### src/design/mte_pkg.sv
`timescale 1ns / 1ps
`default_nettype none

package mte_pkg;

	localparam int NUM_TIMERS = 8;
	localparam int SLOT_W = (NUM_TIMERS > 1) ? $clog2(NUM_TIMERS) : 1;
	localparam int CNT_W = $clog2(NUM_TIMERS + 1);
	localparam int ID_W = 4;
	localparam int LAP_W = 8;
	localparam int DVS_W = LAP_W + 1;
	localparam int STEP_W = $clog2(LAP_W);

	localparam logic [1:0] OP_START = 2'd0;
	localparam logic [1:0] OP_STOP = 2'd1;
	localparam logic [1:0] OP_TICK = 2'd2;

	localparam logic [1:0] ST_OK = 2'd0;
	localparam logic [1:0] ST_NOT_INIT = 2'd1;
	localparam logic [1:0] ST_INVALID = 2'd2;

	localparam logic KIND_STATUS = 1'b0;
	localparam logic KIND_EXPIRY = 1'b1;

	localparam logic [1:0] CFG_ENABLE = 2'd0;
	localparam logic [1:0] CFG_TICK_RES = 2'd1;
	localparam logic [1:0] CFG_MAX_LAP = 2'd2;

	typedef struct packed {
		logic [1:0]       op;
		logic [7:0]       timer_id;
		logic [LAP_W-1:0] lap_ms;
		logic             single_shot;
	} item_t;

	typedef struct packed {
		logic            kind;
		logic [1:0]      status;
		logic [ID_W-1:0] fired_id;
		logic            last;
	} result_t;

	typedef struct packed {
		logic [ID_W-1:0]  id;
		logic [LAP_W-1:0] period;
		logic [7:0]       count;
		logic             single_shot;
	} entry_t;

endpackage

`default_nettype wire

### src/design/multi_timer_expiry_table.sv
`timescale 1ns / 1ps
`default_nettype none

// start: dispatch, then (when enabled) the divider computes lap / resolution, then the reply
// stop: reply from dispatch; for a valid id, a read and a check per slot searched, then a tail move
// tick: on prescaler wrap, a read-modify-write of each active slot in table memory, then a flush
// results come from an output register one cycle each; the receiver cannot stall
// arst_n resets control, config, id flags, prescaler and entry count; table memory is not cleared
module multi_timer_expiry_table (
	input  wire                     clk,
	input  wire                     arst_n,
	input  wire                     start,
	output logic                    busy,
	input  wire mte_pkg::item_t     item,
	output logic                    result_strobe,
	output mte_pkg::result_t        result,
	input  wire                     cfg_valid,
	output logic                    cfg_ready,
	input  wire [1:0]               cfg_addr,
	input  wire [7:0]               cfg_data
);
	import mte_pkg::*;

	localparam logic [3:0] S_IDLE   = 4'd0;
	localparam logic [3:0] S_DISP   = 4'd1;
	localparam logic [3:0] S_DIV    = 4'd2;
	localparam logic [3:0] S_SRD    = 4'd3;
	localparam logic [3:0] S_SCHK   = 4'd4;
	localparam logic [3:0] S_STAIL  = 4'd5;
	localparam logic [3:0] S_SMOVE  = 4'd6;
	localparam logic [3:0] S_TRD    = 4'd7;
	localparam logic [3:0] S_TCHK   = 4'd8;
	localparam logic [3:0] S_TTAIL  = 4'd9;
	localparam logic [3:0] S_TFLUSH = 4'd10;

	logic [3:0]          state_q, state_d;
	item_t               req_q;
	logic                en_q;
	logic [7:0]          tres_q;
	logic [7:0]          maxlap_q;
	logic [CNT_W-1:0]    active_q, active_d;
	logic [CNT_W-1:0]    idx_q, idx_d;
	logic [NUM_TIMERS:0] in_use_q, in_use_d;
	logic [7:0]          ps_q, ps_d;
	logic                pend_v_q, pend_v_d;
	logic [ID_W-1:0]     pend_id_q, pend_id_d;
	logic                res_v_q;
	result_t             res_q;
	logic                emit_v;
	result_t             emit_d;

	entry_t              mem [NUM_TIMERS];
	entry_t              rdata_q;
	logic                mem_we;
	logic [SLOT_W-1:0]   mem_waddr;
	entry_t              mem_wdata;
	logic [SLOT_W-1:0]   mem_raddr;

	logic                div_go;
	logic                div_done;
	logic [LAP_W-1:0]    div_quo;
	logic [LAP_W-1:0]    div_rem;

	logic                id_ok;
	logic                id_used;
	logic [7:0]          ps_inc;
	logic [7:0]          cnt_inc;
	logic                fire;
	logic                match;
	logic [CNT_W-1:0]    idx_inc;
	logic [CNT_W-1:0]    active_dec;
	logic                start_bad;

	mte_div u_div (
		.clk       (clk),
		.arst_n    (arst_n),
		.go        (div_go),
		.dividend  (req_q.lap_ms),
		.divisor   ({tres_q == 8'd0, tres_q}),
		.done      (div_done),
		.quotient  (div_quo),
		.remainder (div_rem)
	);

	assign busy = (state_q != S_IDLE);
	assign cfg_ready = 1'b1;
	assign result_strobe = res_v_q;
	assign result = res_q;

	assign id_ok = (req_q.timer_id <= 8'(NUM_TIMERS));
	assign id_used = id_ok && in_use_q[req_q.timer_id[CNT_W-1:0]];
	assign ps_inc = ps_q + 8'd1;
	assign cnt_inc = rdata_q.count + 8'd1;
	assign fire = (cnt_inc == rdata_q.period);
	assign match = (rdata_q.id == req_q.timer_id[ID_W-1:0]);
	assign idx_inc = idx_q + CNT_W'(1);
	assign active_dec = active_q - CNT_W'(1);
	assign start_bad = !id_ok || id_used || (req_q.lap_ms > maxlap_q)
		|| (div_rem != '0) || (active_q >= CNT_W'(NUM_TIMERS));

	always_comb begin
		unique case (state_q) inside
			S_STAIL, S_TTAIL: mem_raddr = active_q[SLOT_W-1:0];
			default:          mem_raddr = idx_q[SLOT_W-1:0];
		endcase
	end

	always_comb begin
		state_d = state_q;
		active_d = active_q;
		idx_d = idx_q;
		in_use_d = in_use_q;
		ps_d = ps_q;
		pend_v_d = pend_v_q;
		pend_id_d = pend_id_q;
		emit_v = 1'b0;
		emit_d = '{kind: KIND_STATUS, status: ST_OK, fired_id: '0, last: 1'b1};
		mem_we = 1'b0;
		mem_waddr = idx_q[SLOT_W-1:0];
		mem_wdata = rdata_q;
		div_go = 1'b0;

		unique case (state_q)
			S_IDLE: begin
				if (start)
					state_d = S_DISP;
			end
			S_DISP: begin
				state_d = S_IDLE;
				case (req_q.op)
					OP_START: begin
						if (!en_q) begin
							emit_v = 1'b1;
							emit_d.status = ST_NOT_INIT;
						end else begin
							div_go = 1'b1;
							state_d = S_DIV;
						end
					end
					OP_STOP: begin
						emit_v = 1'b1;
						if (!en_q) begin
							emit_d.status = ST_NOT_INIT;
						end else if (!id_used) begin
							emit_d.status = ST_INVALID;
						end else begin
							in_use_d[req_q.timer_id[CNT_W-1:0]] = 1'b0;
							idx_d = '0;
							state_d = S_SRD;
						end
					end
					OP_TICK: begin
						if (en_q) begin
							if (ps_inc == tres_q) begin
								ps_d = '0;
								if (active_q != '0) begin
									idx_d = '0;
									pend_v_d = 1'b0;
									state_d = S_TRD;
								end
							end else begin
								ps_d = ps_inc;
							end
						end
					end
					default: ;
				endcase
			end
			S_DIV: begin
				if (div_done) begin
					emit_v = 1'b1;
					state_d = S_IDLE;
					if (start_bad) begin
						emit_d.status = ST_INVALID;
					end else begin
						mem_we = 1'b1;
						mem_waddr = active_q[SLOT_W-1:0];
						mem_wdata = '{id: req_q.timer_id[ID_W-1:0], period: div_quo,
							count: 8'd0, single_shot: req_q.single_shot};
						active_d = active_q + CNT_W'(1);
						in_use_d[req_q.timer_id[CNT_W-1:0]] = 1'b1;
					end
				end
			end
			S_SRD: state_d = S_SCHK;
			S_SCHK: begin
				if (match) begin
					active_d = active_dec;
					state_d = (idx_q == active_dec) ? S_IDLE : S_STAIL;
				end else begin
					idx_d = idx_inc;
					state_d = (idx_inc >= active_q) ? S_IDLE : S_SRD;
				end
			end
			S_STAIL: state_d = S_SMOVE;
			S_SMOVE: begin
				mem_we = 1'b1;
				state_d = S_IDLE;
			end
			S_TRD: state_d = S_TCHK;
			S_TCHK: begin
				if (fire) begin
					if (pend_v_q) begin
						emit_v = 1'b1;
						emit_d = '{kind: KIND_EXPIRY, status: ST_OK, fired_id: pend_id_q,
							last: 1'b0};
					end
					pend_v_d = 1'b1;
					pend_id_d = rdata_q.id;
				end
				if (fire && rdata_q.single_shot) begin
					// slot freed: tail moves in and is handled in this same pass
					if (rdata_q.id <= ID_W'(NUM_TIMERS))
						in_use_d[rdata_q.id[CNT_W-1:0]] = 1'b0;
					active_d = active_dec;
					state_d = (idx_q >= active_dec) ? S_TFLUSH : S_TTAIL;
				end else begin
					mem_we = 1'b1;
					mem_wdata.count = fire ? 8'd0 : cnt_inc;
					idx_d = idx_inc;
					state_d = (idx_inc >= active_q) ? S_TFLUSH : S_TRD;
				end
			end
			S_TTAIL: state_d = S_TCHK;
			S_TFLUSH: begin
				if (pend_v_q) begin
					emit_v = 1'b1;
					emit_d = '{kind: KIND_EXPIRY, status: ST_OK, fired_id: pend_id_q,
						last: 1'b1};
				end
				pend_v_d = 1'b0;
				state_d = S_IDLE;
			end
			default: state_d = S_IDLE;
		endcase
	end

	always_ff @(posedge clk or negedge arst_n) begin
		if (!arst_n) begin
			state_q <= S_IDLE;
			en_q <= 1'b0;
			tres_q <= 8'd1;
			maxlap_q <= 8'd255;
			active_q <= '0;
			idx_q <= '0;
			in_use_q <= '0;
			ps_q <= '0;
			pend_v_q <= 1'b0;
			res_v_q <= 1'b0;
		end else begin
			state_q <= state_d;
			active_q <= active_d;
			idx_q <= idx_d;
			in_use_q <= in_use_d;
			ps_q <= ps_d;
			pend_v_q <= pend_v_d;
			res_v_q <= emit_v;
			if (cfg_valid && cfg_ready) begin
				unique case (cfg_addr)
					CFG_ENABLE:   en_q <= cfg_data[0];
					CFG_TICK_RES: tres_q <= cfg_data;
					CFG_MAX_LAP:  maxlap_q <= cfg_data;
					default: ;
				endcase
			end
		end
	end

	always_ff @(posedge clk) begin
		pend_id_q <= pend_id_d;
		if (emit_v)
			res_q <= emit_d;
		if (start && !busy)
			req_q <= item;
	end

	// table memory, one write and one registered read per cycle
	always_ff @(posedge clk) begin
		if (mem_we)
			mem[mem_waddr] <= mem_wdata;
		rdata_q <= mem[mem_raddr];
	end

	a_active_bound: assert property (@(posedge clk) disable iff (!arst_n)
		active_q <= CNT_W'(NUM_TIMERS))
		else $error("active entry count above table size");

	a_div_done_state: assert property (@(posedge clk) disable iff (!arst_n)
		div_done |-> (state_q == S_DIV))
		else $error("divider finished outside a start");

	a_transfer_busy: assert property (@(posedge clk) disable iff (!arst_n)
		(start && !busy) |=> busy)
		else $error("input transfer did not make the block busy");

	a_expiry_id: assert property (@(posedge clk) disable iff (!arst_n)
		(result_strobe && result.kind == KIND_EXPIRY) |->
		(result.fired_id <= ID_W'(NUM_TIMERS) && result.status == ST_OK))
		else $error("expiry result with bad id or status");

	a_status_last: assert property (@(posedge clk) disable iff (!arst_n)
		(state_q == S_DISP && req_q.op == OP_STOP) |=> (result_strobe && result.last))
		else $error("stop transfer without a final status reply");

endmodule

`default_nettype wire

### src/design/mte_div.sv
`timescale 1ns / 1ps
`default_nettype none

module mte_div (
	input  wire                          clk,
	input  wire                          arst_n,
	input  wire                          go,
	input  wire [mte_pkg::LAP_W-1:0]     dividend,
	input  wire [mte_pkg::DVS_W-1:0]     divisor,
	output logic                         done,
	output logic [mte_pkg::LAP_W-1:0]    quotient,
	output logic [mte_pkg::LAP_W-1:0]    remainder
);
	import mte_pkg::*;

	logic              run_q;
	logic              done_q;
	logic [STEP_W-1:0] step_q;
	logic [LAP_W-1:0]  rem_q;
	logic [LAP_W-1:0]  quo_q;
	logic [DVS_W-1:0]  dvs_q;
	logic [DVS_W-1:0]  trial;
	logic [DVS_W-1:0]  diff;
	logic              ge;

	// one quotient bit per cycle, restoring
	assign trial = {rem_q, quo_q[LAP_W-1]};
	assign ge = (trial >= dvs_q);
	assign diff = trial - dvs_q;

	always_ff @(posedge clk or negedge arst_n) begin
		if (!arst_n) begin
			run_q <= 1'b0;
			done_q <= 1'b0;
			step_q <= '0;
		end else begin
			done_q <= 1'b0;
			if (go) begin
				run_q <= 1'b1;
				step_q <= '0;
			end else if (run_q) begin
				step_q <= step_q + STEP_W'(1);
				if (step_q == STEP_W'(LAP_W - 1)) begin
					run_q <= 1'b0;
					done_q <= 1'b1;
				end
			end
		end
	end

	always_ff @(posedge clk) begin
		if (go) begin
			rem_q <= '0;
			quo_q <= dividend;
			dvs_q <= divisor;
		end else if (run_q) begin
			rem_q <= ge ? diff[LAP_W-1:0] : trial[LAP_W-1:0];
			quo_q <= {quo_q[LAP_W-2:0], ge};
		end
	end

	assign done = done_q;
	assign quotient = quo_q;
	assign remainder = rem_q;

endmodule

`default_nettype wire
### config.mk
export PLATFORM = sky130hd
export DESIGN_NAME = multi_timer_expiry_table
export DESIGN_NICKNAME = d
export VERILOG_FILES = /design/src/design/mte_pkg.sv /design/src/design/multi_timer_expiry_table.sv /design/src/design/mte_div.sv
export SDC_FILE = /design/constraint.sdc
export NUM_CORES = 1
export LEC_CHECK = 0
export BUFFER_PORTS_ARGS = -buffer_cell sky130_fd_sc_hd__buf_2
export CAP_MARGIN = 10
export CELL_PAD_IN_SITES_DETAIL_PLACEMENT = 1
export CELL_PAD_IN_SITES_GLOBAL_PLACEMENT = 2
export CORE_MARGIN = 2
export CORE_UTILIZATION = 35
export CTS_CLUSTER_DIAMETER = 60
export DETAILED_ROUTE_END_ITERATION = 8
export PLACE_DENSITY_LB_ADDON = 0.1
export SLEW_MARGIN = 10
export SYNTH_ARGS = -nofsm -noshare
export SYNTH_HDL_FRONTEND = slang
export SYNTH_SLANG_ARGS = --single-unit
### constraint.sdc
create_clock -name clk -period 8 [get_ports clk]
set_input_delay 0.4 -clock clk [delete_from_list [all_inputs] [get_ports clk]]
set_output_delay 0.4 -clock clk [all_outputs]
set_load 0.03 [all_outputs]
# Yosys cells after proc, flatten, opt, wreduce, memory -nomap -nowiden
# Memory sizes are Yosys's and may differ from the RTL's. A register that Yosys moved wholly into a read port is not among the register bits.
# Cells that the tools add are included.
# word_totals
regBits	109
rom_bits	0
wordCells	224
mem_bits_rw	168
output_inout_bits	11
mem_count	1
latch_bits	0
# classes
add_sub_neg	7
mul	0
bitwise	5
n_mux	100
reduce_logical	35
shift	0
order_cmp	11
div_mod_pow	0
n_eq_ne	40
# memory_table
memory	depth	word_bits	rd	rd_ports_with_merged_regs	wr	line	rtl
mem	8	21	1	1	1	multi_timer_expiry_table.sv:52	entry_t mem [NUM_TIMERS];
# ops
op	count
$mux W8	9
$mux W9	7
$mux W4	15
$mux W21	2
$mux W3	11
$pmux W4 S8	1
$mux W1	28
$pmux W9 S3	1
$ne A2 B2 Y1 const B	13
$pmux W4 S3	2
$and A9 B9 Y9	2
$mux W2	9
$not A9 Y9	2
$add A8 B1 Y8 const B	2
$eq A4 B3 Y1 const B	4
$eq A8 B8 Y1	2
$pmux W8 S2	1
$ne A3 B3 Y1 const B	5
$eq A4 B4 Y1 const B	3
$mux W12	1
$reduce_bool A3 Y1	4
$lt A4 B5 Y1 const B	2
$pmux W5 S2	1
$reduce_and A2 Y1	5
other kinds (44)	66

# Longest topological paths before layout
# logic_depth
ltp_word	12
ltp_mapped	12
mapped_depth_nobuf	11

# By module
# Synthesis repeated with hierarchy kept, for this count alone.
# hier_totals
hier_cells	932
area_unflattened_um2	13734.4
# by_module_without_submodules
mod	n_inst	area_per_inst_um2	cells_each	seq_area_each_um2
multi_timer_expiry_table	1	12089.1	792	7608.5
mte_div	1	1645.3	140	795.8

# Worst setup path after synthesis
# No wires, ideal clock.
# synth_timing
kind	register to register
startpoint	reg req_q[9] in the netlist's numbering
endpoint	mem mem[3][0] in the netlist's numbering (enable)
period_less_slack_ns	4.355
t_arrival_ns	3.922
setup_ns	0.433
t_required_ns	7.567
slack_ns	3.645
path_buffers	2
path_stages_with_launch	8
cell_sequence	edfxtp_1 mux4_2 a21boi_0 o2111ai_1 or4_1 clkbuf_1 clkbuf_1 o32ai_1
# synth_between
elab_chain_len	12
# synth_rtl
element	line	rtl
start: declaration	multi_timer_expiry_table.sv:37	item_t req_q;
start signal: assignment	multi_timer_expiry_table.sv:274	req_q <= item;
$bmux W1 S4	multi_timer_expiry_table.sv:91	assign id_used = id_ok && in_use_q[req_q.timer_id[CNT_W-1:0]];
$mux W1 (not written as such)	multi_timer_expiry_table.sv:91	
$logic_and A1 B1 Y1	multi_timer_expiry_table.sv:91	
$logic_or A1 B1 Y1 (*) (2 in a row)	multi_timer_expiry_table.sv:98	assign start_bad = !id_ok || id_used || (req_q.lap_ms > maxlap_q)
$logic_or A1 B1 Y1 (*) (2 in a row)	multi_timer_expiry_table.sv:99	|| (div_rem != '0) || (active_q >= CNT_W'(NUM_TIMERS));
$mux W1	multi_timer_expiry_table.sv:173	if (start_bad) begin
$mux W1	multi_timer_expiry_table.sv:170	if (div_done) begin
$pmux W1 S3	multi_timer_expiry_table.sv:123	unique case (state_q)
$mux W1	multi_timer_expiry_table.sv:279	if (mem_we)
$mux W1 (not written as such)	multi_timer_expiry_table.sv:280	mem[mem_waddr] <= mem_wdata;
end: declaration	multi_timer_expiry_table.sv:52	
# Mark *: on every way between the ends. The rest lies on a longest branch, timed or not. The select of a mux whose other input is x is not followed.

# Final worst setup path
# layout_timing
startpoint	reg req_q[9] in the netlist's numbering
endpoint	mem mem[4][14] in the netlist's numbering (enable)
# The elaborated chain is that of the path after synthesis.

==> metrics.md <==
| Metric | Value |
|---|---|
| Global-route usage over all layers | `0.170` |
| WL met1 | `16000 um` |
| Max cap viols | `0` |
| H-tree levels | `2` |
| Critical Path Start Type | `register` |
| Post-synth top area share | `0.474` |
| PortBufs | `42` |
| Initial core utilization | `0.354` |
| Die area | `40700 um^2` |
| Initial drt markers | `373` |
| YS warnings | `0` |
| Hold WS | `-0.00348 ns` |
| Clock transition at path regs | `0.06 ns` |
| Worst slack, placed | `3.74 ns` |
| DRC errors left | `0` |
| Row count | `72` |
| Post-synth EDFFs | `216` |
| Final WS setup | `3.82 ns` |
| Max IR drop VDD | `0.000168 V` |
| Routed Antenna Nets | `0` |
| Status | `finished, violations left` |
| Vias | `8152` |
| RSZ-0062 raised after global routing | `false` |
| DR WL met3 | `1100 um` |
| Num ports | `44` |
| P_leak | `5.37 nW` |
| Max Clk Rate | `0.239 GHz` |
| Number of global-route vias before repair | `8839` |
| Detailed Route WL | `33400 um` |
| Vias/cell | `5.15` |
| Final GP Congestion | `0.745` |
| Root Driver | `clkbuf_16` |
| Clk_lat worst skew | `0.55 ns` |
| Max clock buf depth | `3` |
| Crit path time final | `4.18 ns` |
| Die Height | `202 um` |
| Mapped Cells | `972` |
| Largest net degree at the start of global routing | `54` |
| DP Wirelength | `22200 um` |
| Post_cts resized | `0` |
| Area contributors post-synth | `edfxtp_1, dfrtp_1, mux4_2` |
| Worst Max-Slew Pin Slew | `1.08 ns` |
| Max FO, Critical Path | `24` |
| Worst Path Arrival | `4.41 ns` |
| Leading register cell type out of synthesis | `edfxtp_1` |
| Highest routed layer | `met4` |
| Setup total negative slack | `0 ns` |
| Leading area contributor after synthesis | `edfxtp_1` |
| Synthesized flop and latch total | `298` |
| Slew HR | `0.267` |
| HP Class | `in -> async` |
| CORE AREA | `38600 um^2` |
| Total CTS buffers | `37` |
| Total congestion overflow | `0` |
| Final setup vio count | `0` |
| Syn avg cell area | `14.1 um^2` |
| Die X | `202 um` |
| Net Count, Synth | `1038` |
| Post-Route Skew | `0.0229 ns` |
| Library cells used by synthesis | `84` |
| Post-CTS Setup Bufs | `0` |
| Ys async rst share | `0.178` |
| Final nets | `1101` |
| CP endpoint kind | `register` |
| Final hold vios | `1` |
| CTS tree | `done` |
| WS Path Type | `reg -> reg` |
| Pins Over Slew Limit | `0` |
| Failing checks | `negative hold slack` |
| Initial DRT Pass Iterations | `4` |
| First-pass GRT wire length | `53000 um` |
| PD cells | `315 nW/um^2` |
| P&R area growth vs syn | `15.8%` |
| Crit share post-route | `0.522` |
| Mapped Area | `13700 um^2` |
| Clock sink total | `298` |
| Diodes inserted | `0` |
| Metal2 WL | `15600 um` |
| Register area share after synthesis | `0.614` |
| WP data required | `8.23 ns` |
| Routed len/inst | `21.1 um` |
| Initial antenna violation count | `0` |
| Layout cells sized above 1 | `0.247` |
| Post-CTS Hold Fix Bufs | `13` |
[metrics by stage]
| stage | utilization | std cells | hold slack (ns) | cell area (um^2) | power (mW) |
|---|---|---|---|---|---|
| finish | 0.410 | 1582 | -0.00348 | 15900 | 5.00 |
| floorplan | - | 972 | 0.104 | 13700 | 3.00 |
| global route | 0.410 | 1582 | 0.00978 | 15900 | 5.30 |
| CTS | 0.410 | 1582 | 0.00142 | 15900 | 5.08 |
| global placement | 0.375 | 1501 | 0.493 | 14500 | 3.36 |
| detailed placement | 0.375 | 1501 | 0.501 | 14500 | 3.37 |
[registers in the layout (all words and copies together), names as in the netlist, 3 cells and up]
name	count
active_q	4
idx_q	4
in_use_q	9
maxlap_q	8
mem	168
pend_id_q	4
ps_q	8
rdata_q	21
req_q	19
result	8
state_q	4
tres_q	8
u_div.dvs_q	9
u_div.quotient	8
u_div.remainder	8
u_div.step_q	3
[layout make-up]
| cell class | count | area (um^2) |
|---|---|---|
| fillers | 3897 | 22800 |
| flip-flops and latches | 298 | 8400 |
| multi-input cells | 583 | 4940 |
| clock buffers | 50 | 1010 |
| well taps | 518 | 648 |
| repair buffers | 75 | 490 |
| clock inverters | 18 | 213 |
| inverters | 40 | 150 |
[path summary, 6_finish.rpt]
check                      startpoint       endpoint  slack [ns]  depth (start not counted)
min reg2reg                   ps_q[7]        ps_q[7]        0.50                          1
max in group asynchronous      arst_n        ps_q[2]        7.46                          2
max                          req_q[9]     mem[4][14]        3.82                          9
min                            arst_n  result_strobe      -0.003                          2
max reg2reg                  req_q[9]     mem[4][14]        3.82                          9
min in group clk             item[14]      req_q[14]        0.03                          1
[synthesized netlist by cell type, drive strengths merged, types with 4 or more instances]
cell / count
nor2b: 10
nand4: 8
mux2i: 15
and3: 8
o31ai: 13
xor2: 8
o22ai: 6
buf: 14
ha: 32
clkbuf: 37
mux4: 44
inv: 40
o41ai: 5
xnor2: 27
and4: 4
nand3: 28
a211oi: 4
o21a: 5
o21ai: 48
nand2: 62
nor2: 43
a41oi: 7
dfxtp: 29
a31oi: 13
o211ai: 5
dfstp: 9
a21boi: 5
or2: 4
nand2b: 10
and2: 7
nor3b: 7
edfxtp: 216
a311oi: 11
a21oi: 31
nor3: 15
mux2: 51
dfrtp: 44
or4: 8
[where the power goes]
part           internal (mW)  total [mW]  switching [mW]
clock                   1.01        1.67           0.667
combinational          0.513        1.22           0.705
sequential              1.89        2.11           0.217
[placed cells by master (no fill, tap or decap), types with 8 or more instances in the layout]
cell,n
edfxtp_1,216
nand2_1,62
mux2_2,51
o21ai_0,46
mux4_2,44
dfrtp_1,44
nor2_1,43
buf_2,42
inv_1,40
clkbuf_16,37
ha_1,32
a21oi_1,31
dfxtp_1,29
nand3_1,28
xnor2_1,27
buf_4,20
o31ai_1,13
a31oi_1,13
dlygate4sd3_1,13
mux2i_1,12
nor3_1,12
nand2b_1,10
nor2b_1,10
a311oi_1,10
clkbuf_1,9
dfstp_2,9
xor2_1,8
or4_1,8
nand4_1,8
[layer usage]
layer	track usage	vias up
met5	0	-
met4	0.0525	0
met3	0.0260	40
met2	0.278	102
met1	0.235	4143
li1	-	3867
[worst max-delay path: stages (launching register included)]
cell	delay, ns
edfxtp_1	0.64
mux4_2	0.58
a21boi_0	0.32
o2111ai_1	0.20
or4_1	0.53
buf_4	0.25
nor3_2	0.24
a21oi_1	0.12
o21ai_2	0.58
buf_4	0.38
[cells by family (layout without fill, tap and decap cells)]
kind of cell               count (synthesis)  after routing  synth area share
DFF                                      298            298             0.614
xor gates and xnor gates                  35             35            0.0224
AOI/OAI and AO/OA                        170            170            0.0834
buffers and inverters                     91            183            0.0333
other                                      1              1          0.000274
and+or+nand+nor                          234            234            0.0908
adders and majority gates                 33             33            0.0307
muxes                                    110            110             0.125
Note: power is estimated with default switching activity, not from simulation.
